[src/rtl/lfps_pkg.sv]
`timescale 1ns / 1ps
// ----------------------------------------------------------------------------
// lfps_pkg
// Types, widths, codes and reset values shared by the line follower PID
// steering block.
// ----------------------------------------------------------------------------
package lfps_pkg;

   // Field widths.
   localparam int ERR_W   = 2;
   localparam int DIFF_W  = 3;
   localparam int SUM_W   = 16;
   localparam int GAIN_W  = 11;
   localparam int PWM_W   = 10;
   localparam int PULSE_W = 12;
   localparam int IDX_W   = 3;
   localparam int PID_W   = 28;

   // Product widths of the three PID terms.
   localparam int PROD_P_W = GAIN_W + ERR_W;
   localparam int PROD_I_W = GAIN_W + SUM_W;
   localparam int PROD_D_W = GAIN_W + DIFF_W;

   // Default servo center and work queue depth.
   localparam int SERVO_CENTRE_DEFAULT = 1500;
   localparam int QUEUE_DEPTH_DEFAULT  = 2;

   // Integral saturation limit and pulse ceiling.
   localparam int SUM_LIMIT = 32767;
   localparam int PULSE_MAX = 4095;

   // Steering error codes.
   localparam logic signed [ERR_W-1:0] ERR_RIGHT    = -2'sd1;
   localparam logic signed [ERR_W-1:0] ERR_STRAIGHT = 2'sd0;
   localparam logic signed [ERR_W-1:0] ERR_LEFT     = 2'sd1;

   // Sensor patterns, left sensor in the top bit.
   localparam logic [2:0] PAT_NONE       = 3'b000;
   localparam logic [2:0] PAT_RIGHT_ONLY = 3'b001;
   localparam logic [2:0] PAT_OUTER_PAIR = 3'b101;
   localparam logic [2:0] PAT_LEFT_PAIR  = 3'b110;
   localparam logic [2:0] PAT_ALL        = 3'b111;

   // Patterns that keep the previous error and motor speeds.
   localparam logic [2:0] PAT_MID_ONLY   = 3'b010;
   localparam logic [2:0] PAT_MID_RIGHT  = 3'b011;
   localparam logic [2:0] PAT_LEFT_ONLY  = 3'b100;

   // Configuration register indexes.
   localparam logic [IDX_W-1:0] REG_PROP_GAIN  = 3'd0;
   localparam logic [IDX_W-1:0] REG_INTEG_GAIN = 3'd1;
   localparam logic [IDX_W-1:0] REG_DERIV_GAIN = 3'd2;
   localparam logic [IDX_W-1:0] REG_FAST_PWM   = 3'd3;
   localparam logic [IDX_W-1:0] REG_SLOW_PWM   = 3'd4;

   // Configuration reset values.
   localparam logic signed [GAIN_W-1:0] PROP_GAIN_RESET  = 11'sd100;
   localparam logic signed [GAIN_W-1:0] INTEG_GAIN_RESET = 11'sd0;
   localparam logic signed [GAIN_W-1:0] DERIV_GAIN_RESET = 11'sd0;
   localparam logic [PWM_W-1:0]         FAST_PWM_RESET   = 10'd400;
   localparam logic [PWM_W-1:0]         SLOW_PWM_RESET   = 10'd100;

   // Input transaction.
   typedef struct packed {
      logic sensor_left;
      logic sensor_mid;
      logic sensor_right;
   } req_type;

   // Result transaction.
   typedef struct packed {
      logic signed [ERR_W-1:0] steer_error;
      logic [PWM_W-1:0]        left_motor_pwm;
      logic [PWM_W-1:0]        right_motor_pwm;
      logic                    pause_request;
      logic [PULSE_W-1:0]      servo_pulse;
      logic                    servo_clipped;
   } rsp_type;

   // Configuration write transaction.
   typedef struct packed {
      logic [IDX_W-1:0]  reg_index;
      logic [GAIN_W-1:0] wdata;
   } csr_type;

   // PID gains.
   typedef struct packed {
      logic signed [GAIN_W-1:0] prop;
      logic signed [GAIN_W-1:0] integ;
      logic signed [GAIN_W-1:0] deriv;
   } gains_type;

   // Motor PWM settings.
   typedef struct packed {
      logic [PWM_W-1:0] fast;
      logic [PWM_W-1:0] slow;
   } pwm_cfg_type;

   // Classified sample handed from the front end to the back end.
   typedef struct packed {
      logic signed [ERR_W-1:0]  error;
      logic signed [DIFF_W-1:0] diff;
      logic signed [SUM_W-1:0]  error_sum;
      logic [PWM_W-1:0]         left_pwm;
      logic [PWM_W-1:0]         right_pwm;
      logic                     pause;
      logic                     sum_clipped;
   } work_type;

endpackage

[src/rtl/lfps_stream_if.sv]
`timescale 1ns / 1ps
// ----------------------------------------------------------------------------
// lfps_stream_if
// Valid/ready channel carrying one payload per transaction.
// ----------------------------------------------------------------------------
interface lfps_stream_if #(
   parameter type payload_type = logic
) ();
   logic        valid;
   logic        ready;
   payload_type data;

   modport source (output valid, output data, input ready);
   modport sink   (input valid, input data, output ready);
endinterface

[src/rtl/lfps_front.sv]
`timescale 1ns / 1ps
// ----------------------------------------------------------------------------
// lfps_front
// Accepts sensor samples, decodes the steering error and motor PWMs, and
// updates the integral and previous-error state.
// ----------------------------------------------------------------------------
module lfps_front (
   input  logic                 clock,
   input  logic                 reset,
   input  logic                 req_valid,
   output logic                 req_ready,
   input  lfps_pkg::req_type    req_data,
   input  lfps_pkg::pwm_cfg_type pwm_cfg,
   output logic                 push_valid,
   input  logic                 push_ready,
   output lfps_pkg::work_type   push_data
);

   logic signed [lfps_pkg::ERR_W-1:0]  held_error_ff, held_error_in;
   logic signed [lfps_pkg::ERR_W-1:0]  prior_error_ff;
   logic signed [lfps_pkg::SUM_W-1:0]  error_sum_ff, error_sum_in;
   logic [lfps_pkg::PWM_W-1:0]         held_left_ff, held_left_in;
   logic [lfps_pkg::PWM_W-1:0]         held_right_ff, held_right_in;
   logic                               pause;
   logic                               sum_clipped;
   logic signed [lfps_pkg::SUM_W:0]    sum_wide;
   logic signed [lfps_pkg::DIFF_W-1:0] diff;
   logic [2:0]                         pattern;
   logic                               fire;

   assign req_ready  = push_ready;
   assign fire       = req_valid && push_ready;
   assign push_valid = fire;
   assign pattern    = {req_data.sensor_left, req_data.sensor_mid, req_data.sensor_right};

   // Decode the sensor pattern; unknown patterns keep the held values.
   always_comb begin
      held_error_in = held_error_ff;
      held_left_in  = held_left_ff;
      held_right_in = held_right_ff;
      pause         = 1'b0;
      case (pattern)
         lfps_pkg::PAT_OUTER_PAIR, lfps_pkg::PAT_LEFT_PAIR: begin
            held_error_in = lfps_pkg::ERR_STRAIGHT;
            held_left_in  = pwm_cfg.fast;
            held_right_in = pwm_cfg.fast;
         end
         lfps_pkg::PAT_ALL: begin
            held_error_in = lfps_pkg::ERR_LEFT;
            held_left_in  = pwm_cfg.slow;
            held_right_in = pwm_cfg.fast;
            pause         = 1'b1;
         end
         lfps_pkg::PAT_NONE, lfps_pkg::PAT_RIGHT_ONLY: begin
            held_error_in = lfps_pkg::ERR_RIGHT;
            held_left_in  = pwm_cfg.fast;
            held_right_in = pwm_cfg.slow;
            pause         = 1'b1;
         end
         default: begin
            pause = 1'b0;
         end
      endcase
   end

   // Saturating integral and error difference.
   always_comb begin
      sum_wide = {error_sum_ff[lfps_pkg::SUM_W-1], error_sum_ff}
               + {{(lfps_pkg::SUM_W+1-lfps_pkg::ERR_W){held_error_in[lfps_pkg::ERR_W-1]}},
                  held_error_in};
      sum_clipped  = 1'b0;
      error_sum_in = sum_wide[lfps_pkg::SUM_W-1:0];
      if (sum_wide > (lfps_pkg::SUM_W+1)'(lfps_pkg::SUM_LIMIT)) begin
         error_sum_in = lfps_pkg::SUM_W'(lfps_pkg::SUM_LIMIT);
         sum_clipped  = 1'b1;
      end else if (sum_wide < -(lfps_pkg::SUM_W+1)'(lfps_pkg::SUM_LIMIT)) begin
         error_sum_in = -lfps_pkg::SUM_W'(lfps_pkg::SUM_LIMIT);
         sum_clipped  = 1'b1;
      end
      diff = {held_error_in[lfps_pkg::ERR_W-1], held_error_in}
           - {prior_error_ff[lfps_pkg::ERR_W-1], prior_error_ff};
   end

   // Work record for the back end.
   always_comb begin
      push_data.error       = held_error_in;
      push_data.diff        = diff;
      push_data.error_sum   = error_sum_in;
      push_data.left_pwm    = held_left_in;
      push_data.right_pwm   = held_right_in;
      push_data.pause       = pause;
      push_data.sum_clipped = sum_clipped;
   end

   // Controller state advances once per accepted transaction.
   always_ff @(posedge clock) begin
      if (reset) begin
         held_error_ff  <= '0;
         prior_error_ff <= '0;
         error_sum_ff   <= '0;
         held_left_ff   <= '0;
         held_right_ff  <= '0;
      end else if (fire) begin
         held_error_ff  <= held_error_in;
         prior_error_ff <= held_error_in;
         error_sum_ff   <= error_sum_in;
         held_left_ff   <= held_left_in;
         held_right_ff  <= held_right_in;
      end
   end

endmodule

[src/rtl/lfps_queue.sv]
`timescale 1ns / 1ps
// ----------------------------------------------------------------------------
// lfps_queue
// Short register queue that decouples the front end from the back end.
// ----------------------------------------------------------------------------
module lfps_queue #(
   parameter int DEPTH = lfps_pkg::QUEUE_DEPTH_DEFAULT
) (
   input  logic               clock,
   input  logic               reset,
   input  logic               push_valid,
   output logic               push_ready,
   input  lfps_pkg::work_type push_data,
   output logic               pop_valid,
   input  logic               pop_ready,
   output lfps_pkg::work_type pop_data
);

   localparam int PTR_W = (DEPTH > 1) ? $clog2(DEPTH) : 1;
   localparam int CNT_W = $clog2(DEPTH + 1);

   lfps_pkg::work_type entry_ff [DEPTH];
   logic [PTR_W-1:0]   wr_ptr_ff, wr_ptr_in;
   logic [PTR_W-1:0]   rd_ptr_ff, rd_ptr_in;
   logic [CNT_W-1:0]   count_ff, count_in;
   logic               do_push;
   logic               do_pop;

   assign push_ready = (count_ff != CNT_W'(DEPTH));
   assign pop_valid  = (count_ff != '0);
   assign pop_data   = entry_ff[rd_ptr_ff];
   assign do_push    = push_valid && push_ready;
   assign do_pop     = pop_valid && pop_ready;

   // Pointer wrap and occupancy.
   always_comb begin
      wr_ptr_in = wr_ptr_ff;
      rd_ptr_in = rd_ptr_ff;
      count_in  = count_ff;
      if (do_push) begin
         wr_ptr_in = (wr_ptr_ff == PTR_W'(DEPTH - 1)) ? '0 : wr_ptr_ff + 1'b1;
      end
      if (do_pop) begin
         rd_ptr_in = (rd_ptr_ff == PTR_W'(DEPTH - 1)) ? '0 : rd_ptr_ff + 1'b1;
      end
      if (do_push && !do_pop) begin
         count_in = count_ff + 1'b1;
      end else if (do_pop && !do_push) begin
         count_in = count_ff - 1'b1;
      end
   end

   always_ff @(posedge clock) begin
      if (reset) begin
         wr_ptr_ff <= '0;
         rd_ptr_ff <= '0;
         count_ff  <= '0;
      end else begin
         wr_ptr_ff <= wr_ptr_in;
         rd_ptr_ff <= rd_ptr_in;
         count_ff  <= count_in;
      end
   end

   // Queue storage needs no reset.
   always_ff @(posedge clock) begin
      if (do_push) begin
         entry_ff[wr_ptr_ff] <= push_data;
      end
   end

endmodule

[src/rtl/lfps_back.sv]
`timescale 1ns / 1ps
// ----------------------------------------------------------------------------
// lfps_back
// Two-stage PID datapath: term products, then sum, servo pulse and
// saturation into the result register.
// ----------------------------------------------------------------------------
module lfps_back #(
   parameter int SERVO_CENTRE = lfps_pkg::SERVO_CENTRE_DEFAULT
) (
   input  logic                clock,
   input  logic                reset,
   input  lfps_pkg::gains_type gains,
   input  logic                pop_valid,
   output logic                pop_ready,
   input  lfps_pkg::work_type  pop_data,
   output logic                rsp_valid,
   input  logic                rsp_ready,
   output lfps_pkg::rsp_type   rsp_data
);

   localparam logic signed [lfps_pkg::PID_W-1:0] CENTRE = lfps_pkg::PID_W'(SERVO_CENTRE);
   localparam logic signed [lfps_pkg::PID_W-1:0] PULSE_TOP =
      lfps_pkg::PID_W'(lfps_pkg::PULSE_MAX);

   logic                                 s1_valid_ff;
   lfps_pkg::work_type                   s1_work_ff;
   logic signed [lfps_pkg::PROD_P_W-1:0] prod_p_ff, prod_p_in;
   logic signed [lfps_pkg::PROD_I_W-1:0] prod_i_ff, prod_i_in;
   logic signed [lfps_pkg::PROD_D_W-1:0] prod_d_ff, prod_d_in;
   logic                                 out_valid_ff;
   lfps_pkg::rsp_type                    out_ff, out_in;
   logic signed [lfps_pkg::PID_W-1:0]    pid;
   logic signed [lfps_pkg::PID_W-1:0]    pulse_full;
   logic                                 out_en;
   logic                                 s1_en;

   // Stages advance whenever the stage ahead can take their contents.
   assign out_en    = !out_valid_ff || rsp_ready;
   assign s1_en     = !s1_valid_ff || out_en;
   assign pop_ready = s1_en;
   assign rsp_valid = out_valid_ff;
   assign rsp_data  = out_ff;

   // Term products.
   assign prod_p_in = gains.prop * pop_data.error;
   assign prod_i_in = gains.integ * pop_data.error_sum;
   assign prod_d_in = gains.deriv * pop_data.diff;

   // Sum of terms, servo pulse and its saturation.
   always_comb begin
      pid = lfps_pkg::PID_W'(prod_p_ff) + lfps_pkg::PID_W'(prod_i_ff)
          + lfps_pkg::PID_W'(prod_d_ff);
      pulse_full = CENTRE - pid;
      out_in.steer_error     = s1_work_ff.error;
      out_in.left_motor_pwm  = s1_work_ff.left_pwm;
      out_in.right_motor_pwm = s1_work_ff.right_pwm;
      out_in.pause_request   = s1_work_ff.pause;
      out_in.servo_pulse     = pulse_full[lfps_pkg::PULSE_W-1:0];
      out_in.servo_clipped   = s1_work_ff.sum_clipped;
      if (pulse_full < 0) begin
         out_in.servo_pulse   = '0;
         out_in.servo_clipped = 1'b1;
      end else if (pulse_full > PULSE_TOP) begin
         out_in.servo_pulse   = lfps_pkg::PULSE_W'(lfps_pkg::PULSE_MAX);
         out_in.servo_clipped = 1'b1;
      end
   end

   // Valid bits of both stages.
   always_ff @(posedge clock) begin
      if (reset) begin
         s1_valid_ff  <= 1'b0;
         out_valid_ff <= 1'b0;
      end else begin
         if (s1_en) begin
            s1_valid_ff <= pop_valid;
         end
         if (out_en) begin
            out_valid_ff <= s1_valid_ff;
         end
      end
   end

   // Stage payloads.
   always_ff @(posedge clock) begin
      if (s1_en) begin
         s1_work_ff <= pop_data;
         prod_p_ff  <= prod_p_in;
         prod_i_ff  <= prod_i_in;
         prod_d_ff  <= prod_d_in;
      end
      if (out_en) begin
         out_ff <= out_in;
      end
   end

endmodule

[src/rtl/line_follow_pid_steering.sv]
`timescale 1ns / 1ps
// A transaction accepted on the request channel is written into the work queue,
// then registered in the product stage and in the result register before it is offered.
// Throughput: one transaction per cycle while results are taken, set by the combinational
// front end decode and the two-stage PID datapath; a full work queue holds off requests.
// Reset is synchronous: it empties the queue and pipeline, clears the
// controller state to zero and loads the register defaults.
// ----------------------------------------------------------------------------
// line_follow_pid_steering
// Three-sensor line follower steering: sensor decode, PID step and servo
// pulse, with a register write port for gains and motor PWM settings.
// ----------------------------------------------------------------------------
module line_follow_pid_steering #(
   parameter int SERVO_CENTRE = lfps_pkg::SERVO_CENTRE_DEFAULT,
   parameter int QUEUE_DEPTH  = lfps_pkg::QUEUE_DEPTH_DEFAULT
) (
   input logic           clock,
   input logic           reset,
   lfps_stream_if.sink   req_if,
   lfps_stream_if.source rsp_if,
   lfps_stream_if.sink   csr_if
);

   lfps_pkg::gains_type   gains_ff;
   lfps_pkg::pwm_cfg_type pwm_ff;
   lfps_pkg::work_type    push_data;
   lfps_pkg::work_type    pop_data;
   logic                  push_valid;
   logic                  push_ready;
   logic                  pop_valid;
   logic                  pop_ready;
   logic                  csr_fire;

   assign csr_if.ready = 1'b1;
   assign csr_fire     = csr_if.valid;

   // Configuration registers.
   always_ff @(posedge clock) begin
      if (reset) begin
         gains_ff.prop  <= lfps_pkg::PROP_GAIN_RESET;
         gains_ff.integ <= lfps_pkg::INTEG_GAIN_RESET;
         gains_ff.deriv <= lfps_pkg::DERIV_GAIN_RESET;
         pwm_ff.fast    <= lfps_pkg::FAST_PWM_RESET;
         pwm_ff.slow    <= lfps_pkg::SLOW_PWM_RESET;
      end else if (csr_fire) begin
         case (csr_if.data.reg_index)
            lfps_pkg::REG_PROP_GAIN: begin
               gains_ff.prop <= csr_if.data.wdata;
            end
            lfps_pkg::REG_INTEG_GAIN: begin
               gains_ff.integ <= csr_if.data.wdata;
            end
            lfps_pkg::REG_DERIV_GAIN: begin
               gains_ff.deriv <= csr_if.data.wdata;
            end
            lfps_pkg::REG_FAST_PWM: begin
               pwm_ff.fast <= csr_if.data.wdata[lfps_pkg::PWM_W-1:0];
            end
            lfps_pkg::REG_SLOW_PWM: begin
               pwm_ff.slow <= csr_if.data.wdata[lfps_pkg::PWM_W-1:0];
            end
            default: begin
               pwm_ff <= pwm_ff;
            end
         endcase
      end
   end

   // Front end: decode and controller state.
   lfps_front u_front (
      .clock      (clock),
      .reset      (reset),
      .req_valid  (req_if.valid),
      .req_ready  (req_if.ready),
      .req_data   (req_if.data),
      .pwm_cfg    (pwm_ff),
      .push_valid (push_valid),
      .push_ready (push_ready),
      .push_data  (push_data)
   );

   // Work queue between front and back ends.
   lfps_queue #(
      .DEPTH (QUEUE_DEPTH)
   ) u_queue (
      .clock      (clock),
      .reset      (reset),
      .push_valid (push_valid),
      .push_ready (push_ready),
      .push_data  (push_data),
      .pop_valid  (pop_valid),
      .pop_ready  (pop_ready),
      .pop_data   (pop_data)
   );

   // Back end: PID arithmetic and result register.
   lfps_back #(
      .SERVO_CENTRE (SERVO_CENTRE)
   ) u_back (
      .clock     (clock),
      .reset     (reset),
      .gains     (gains_ff),
      .pop_valid (pop_valid),
      .pop_ready (pop_ready),
      .pop_data  (pop_data),
      .rsp_valid (rsp_if.valid),
      .rsp_ready (rsp_if.ready),
      .rsp_data  (rsp_if.data)
   );

endmodule

[src/flat_wrapper.sv]
// flat-port wrapper written by rule: the top's interface ports become plain ports
module line_follow_pid_steering_flat import lfps_pkg::*;
#(
   parameter int SERVO_CENTRE = lfps_pkg::SERVO_CENTRE_DEFAULT,
   parameter int QUEUE_DEPTH  = lfps_pkg::QUEUE_DEPTH_DEFAULT
)
  (clock, reset, req_if_valid, req_if_data, req_if_ready, rsp_if_valid, rsp_if_data, rsp_if_ready, csr_if_valid, csr_if_data, csr_if_ready);
  lfps_stream_if #(.payload_type(req_type)) req_if_i ();
  lfps_stream_if #(.payload_type(rsp_type)) rsp_if_i ();
  lfps_stream_if #(.payload_type(csr_type)) csr_if_i ();
  input logic clock;
  input logic reset;
  input wire logic [$bits(req_if_i.valid)-1:0] req_if_valid;
  input wire logic [$bits(req_if_i.data)-1:0] req_if_data;
  output wire logic [$bits(req_if_i.ready)-1:0] req_if_ready;
  output wire logic [$bits(rsp_if_i.valid)-1:0] rsp_if_valid;
  output wire logic [$bits(rsp_if_i.data)-1:0] rsp_if_data;
  input wire logic [$bits(rsp_if_i.ready)-1:0] rsp_if_ready;
  input wire logic [$bits(csr_if_i.valid)-1:0] csr_if_valid;
  input wire logic [$bits(csr_if_i.data)-1:0] csr_if_data;
  output wire logic [$bits(csr_if_i.ready)-1:0] csr_if_ready;
  assign req_if_i.valid = req_if_valid;
  assign req_if_i.data = req_if_data;
  assign req_if_ready = req_if_i.ready;
  assign rsp_if_valid = rsp_if_i.valid;
  assign rsp_if_data = rsp_if_i.data;
  assign rsp_if_i.ready = rsp_if_ready;
  assign csr_if_i.valid = csr_if_valid;
  assign csr_if_i.data = csr_if_data;
  assign csr_if_ready = csr_if_i.ready;
  line_follow_pid_steering #(.SERVO_CENTRE(SERVO_CENTRE), .QUEUE_DEPTH(QUEUE_DEPTH)) u_core (.clock(clock), .reset(reset), .req_if(req_if_i), .rsp_if(rsp_if_i), .csr_if(csr_if_i));
endmodule
[config.mk]
export PLATFORM = sky130hd
export DESIGN_NAME = line_follow_pid_steering_flat
export DESIGN_NICKNAME = d
export VERILOG_FILES = /design/src/rtl/lfps_pkg.sv /design/src/rtl/lfps_stream_if.sv /design/src/rtl/lfps_front.sv /design/src/rtl/lfps_queue.sv /design/src/rtl/lfps_back.sv /design/src/rtl/line_follow_pid_steering.sv /design/src/flat_wrapper.sv
export SDC_FILE = /design/constraint.sdc
export NUM_CORES = 1
export LEC_CHECK = 0
export BUFFER_PORTS_ARGS = -buffer_cell sky130_fd_sc_hd__buf_2
export CAP_MARGIN = 20
export CORE_ASPECT_RATIO = 0.9
export CORE_MARGIN = 2
export CORE_UTILIZATION = 25
export CTS_BUF_LIST = sky130_fd_sc_hd__clkbuf_8 sky130_fd_sc_hd__clkbuf_16
export CTS_CLUSTER_SIZE = 40
export DETAILED_ROUTE_END_ITERATION = 7
export GPL_TIMING_DRIVEN = 0
export PLACE_DENSITY = 0.36
export SYNTH_ARGS = -nofsm -noshare
export SYNTH_HDL_FRONTEND = slang
export SYNTH_HIERARCHICAL = 1
export SYNTH_SLANG_ARGS = --single-unit
[constraint.sdc]
create_clock -name clock -period 6.78 [get_ports clock]
set_input_delay 0 -clock clock [delete_from_list [all_inputs] [get_ports clock]]
set_output_delay 0 -clock clock [all_outputs]
set_load 0.005 [all_outputs]
==> key figures <==
Timing
  • RSZ-0062 raised after global routing: false
  • Final Slew Violations: 0
  • F_max: 0.156 GHz
  • Hold slack: approximately 51 ps
  • PnR worst setup slack: about 370 ps
  • Worst Skew: ~22 ps
  • Slew margin rel.: ~47%
  • Final min period: ~6400 ps
  • Hold Vio Cnt, Final: 0
  • Final setup fails: 0
  • Final period utilization: 94.5%
  • TNS Setup: 0 ps
  • Slew @ Worst Pin: 783 ps

Global route
  • Gr busiest metal: met2
  • Largest net degree at the start of global routing: 63
  • Antenna violations before repair: 2
  • Gr usage total: roughly 13%
  • GRT overflow: 0
  • GRT met3 Usage: 1.80%
  • Met1 Usage GRT: around 19%
  • First-pass GRT wire length: 91200 um
  • Number of global-route vias before repair: 15691
  • Met2 Use GR: between 10% and 20%

Finish
  • Fillers: roughly 9200
  • Layout cells sized above 1: under 10%
  • # diodes: 0
  • Area Growth Syn to Fin: 14.3%
  • Layout Cells excl Fill: around 3500
  • Number of nets in the layout: about 2700

Synth
  • Synth top cells by count: 309 x inv_1, 205 x fa_1, 200 x edfxtp_1
  • Post-synth EDFFs: 200
  • Yosys top cell by area: edfxtp_1
  • Syn Area/Cell: around 11 um^2
  • Post-synth ARST share: 0%
  • Post-synthesis register bit count: 298
  • Ys flop type: edfxtp_1
  • Post-synthesis net count: roughly 2600
  • Synth area leaders: edfxtp_1 26%, fa_1 18%, ha_1 9.4%
  • Yosys warning total: 6
  • Top cell type's share of synthesized area: 26.5%
  • Post-Synthesis Cells: between 2000 and 2500
  • Post-Syn Area: 0.0227 mm^2
  • Count leader, synth: inv_1
  • Distinct cells, synth: 85
  • Post-synthesis sequential area ratio: between 30% and 40%

Clock network
  • Worst-path clk slew: 60 ps
  • Root Driver: clkbuf_16
  • Post-CTS setup buffer count: 0
  • Clock insertion delay at the later pin of the skew report: roughly 570 ps
  • Total CTS buffers: 37
  • H-tree lvl count: 2
  • Sink Count: just under 300
  • TritonCTS clock tree: yes
  • Bufs on Longest Clock Path: 3

Setup path
  • Critical Path End Type: flop
  • Arrival @ worst endpoint: 6690 ps
  • Crit Path Class: flop to flop
  • Critical path required time: slightly above 7000 ps
  • Worst-path fanout max: 10
  • Critical path launch point type: flop

Power
  • Power density over the cells: just over 500 mW/mm^2
  • Leakage power: approximately 0.011 uW
  • VDD IR-drop max: about 0.00036 V

Detailed routing
  • DRC violations left: 0
  • Iteration-0 DRC Markers: 781
  • Total detailed-routing wirelength: 57100 um
  • Initial DRT Pass Iterations: 5
  • Routed WL per cell: 16.5 um
  • Via count: about 15000
  • Vias/cell: between 4 and 5
  • Antenna viol nets, final: 0

Run status
  • Status: completed

Place
  • Placed cells: 3383
  • HPWL after detailed placement: about 45000 um
  • Global placer's final weighted congestion: a little under 0.8
  • Worst slack at placement: -177 ps
  • Port Buffer Count: 58

Floorplan
  • Std-Cell Rows: between 100 and 150
  • Top-Level Pins: 61
  • Core area: roughly 0.09 mm^2
  • Die H: about 290 um
  • Die area: about 0.093 mm^2
  • Starting density of the core: between 20% and 30%
  • DIE WIDTH: roughly 320 um

Job
  • Total of max-cap violations: 0

Worst hold path
  • Worst Hold Class: primary input to flop
==> logic make-up (layout without fill, tap and decap cells) <==
family / count (synthesis) / in the layout / share of synthesized area [%]
compound gates: 308 / 308 / 9.01
other cells: 1 / 1 / 0.0165
buf+inv: 398 / 537 / 6.86
mux: 112 / 112 / 5.18
fa+ha+maj: 387 / 387 / 28.0
simple gates: 574 / 574 / 12.8
xor+xnor: 77 / 77 / 3.01
flops: 298 / 298 / 35.1
==> per-layer routing <==
metal / up-vias / part of all wire, % / wire length, um
met1: 7302 / 51 / 29200
met2: 236 / 44 / 25200
met3: 45 / 3.4 / 1950
met5: - / 0 / 0
met4: 0 / 1.3 / 771
li1: 7382 / - / -
==> metrics by stage <==
stage / total power (uW) / instance area, um^2 / util, %
floorplan: 9170 / 22700 / -
global placement: 11300 / 24400 / 27.3
detailed placement: 11300 / 24500 / 27.4
CTS: 13400 / 25900 / 28.9
global route: 14500 / 25900 / 28.9
finish: 13100 / 25900 / 28.9
==> layout make-up <==
cell class	count	area [um^2]	share of cell area [%]
Timing Repair Buffer	82	578	2.23
Inverter	309	1160	4.47
Buffer	82	375	1.45
Clock inverter	23	204	0.787
Tap cell	1166	1460	5.63
Sequential cell	298	7970	30.7
Multi-Input combinational cell	1459	13200	50.9
Clock buffer	41	992	3.83
==> worst paths after layout <==
check,start,to,slack [ps],cells after the start
worst max register to register,flop,u_core/u_back/prod_i_ff[25]$_DFFE_PP_,370,18
worst max-delay path,flop,u_core/u_back/prod_i_ff[25]$_DFFE_PP_,370,18
worst min-delay path,req_if_valid,u_core/u_front/held_right_ff[0]$_SDFFE_PP0P_,50,4
worst min register to register,u_core/u_back/out_in[32]$_DFFE_PP_,u_core/u_back/rsp_data[32]$_DFFE_PP_,420,0
==> state kept, by name, summed over array words and instances (netlist names), 2 cells and up, named ones only <==
signal,flops
u_core/u_back/prod_d_ff,14
u_core/u_front/held_right_ff,10
u_core/u_back/rsp_data,36
u_core/u_back/prod_i_ff,27
u_core/u_back/out_in,23
u_core/gains_ff,33
u_core/u_front/prior_error_ff,2
u_core/u_front/held_left_ff,10
u_core/pwm_ff,20
u_core/u_queue/entry_ff,86
u_core/u_queue/count_ff,2
u_core/u_back/prod_p_ff,13
u_core/u_front/error_sum_ff,16
==> layout by cell type (no fill, tap or decap), types with 5 or more instances in the layout <==
master,netlist,routed
inv_1,309,314
fa_1,205,204
edfxtp_1,200,200
nand2_1,183,182
ha_1,171,171
a21oi_1,110,110
nor2_1,106,106
and2_1,102,102
dfxtp_1,98,98
nand2b_1,78,78
buf_2,11,68
mux2i_1,68,68
clkbuf_1,65,56
xnor2_1,53,53
mux2_2,44,44
clkbuf_16,0,38
o21ai_0,38,35
o21a_1,27,27
xor2_1,23,23
nor3_1,22,22
dlygate4sd3_1,0,20
nor2b_1,19,19
o21bai_1,18,18
a21o_1,17,17
a211oi_1,14,13
a31oi_1,14,13
o22ai_1,13,13
nand3_1,12,12
buf_4,7,8
a21boi_2,8,8
nand4_1,7,7
clkinv_1,0,6
and3_1,7,6
maj3_2,6,6
o21ai_1,2,5
or2_2,5,5
maj3_1,5,5
==> what timing repair did <==
item                                   4_1_cts  5_1_grt
hold buffers                                20        0
setup endpoints to repair                    3        7
gates resized for setup                      5        6
gates cloned                                 0        0
endpoints found under the hold margin       62        0
==> power breakdown <==
group          total, uW  switching, uW  internal [uW]
sequential          2940            168           2770
combinational       8210           4810           3410
clock               1950            811           1130
total              13100           5790           7310
==> worst max-delay path, stage by stage (launching register included) <==
cell and delay, ps:
dfxtp_1 300, buf_2 220, buf_4 250, mux2_2 370, clkbuf_1 250, nand2_1 190
inv_1 110, fa_2 670, fa_1 570, fa_1 590, inv_1 60, fa_1 510
fa_1 590, inv_1 60, ha_1 350, o21ai_1 270, nor3_1 90, a311o_1 320
a311o_1 350
No activity file was read; power rests on OpenSTA's default activity.
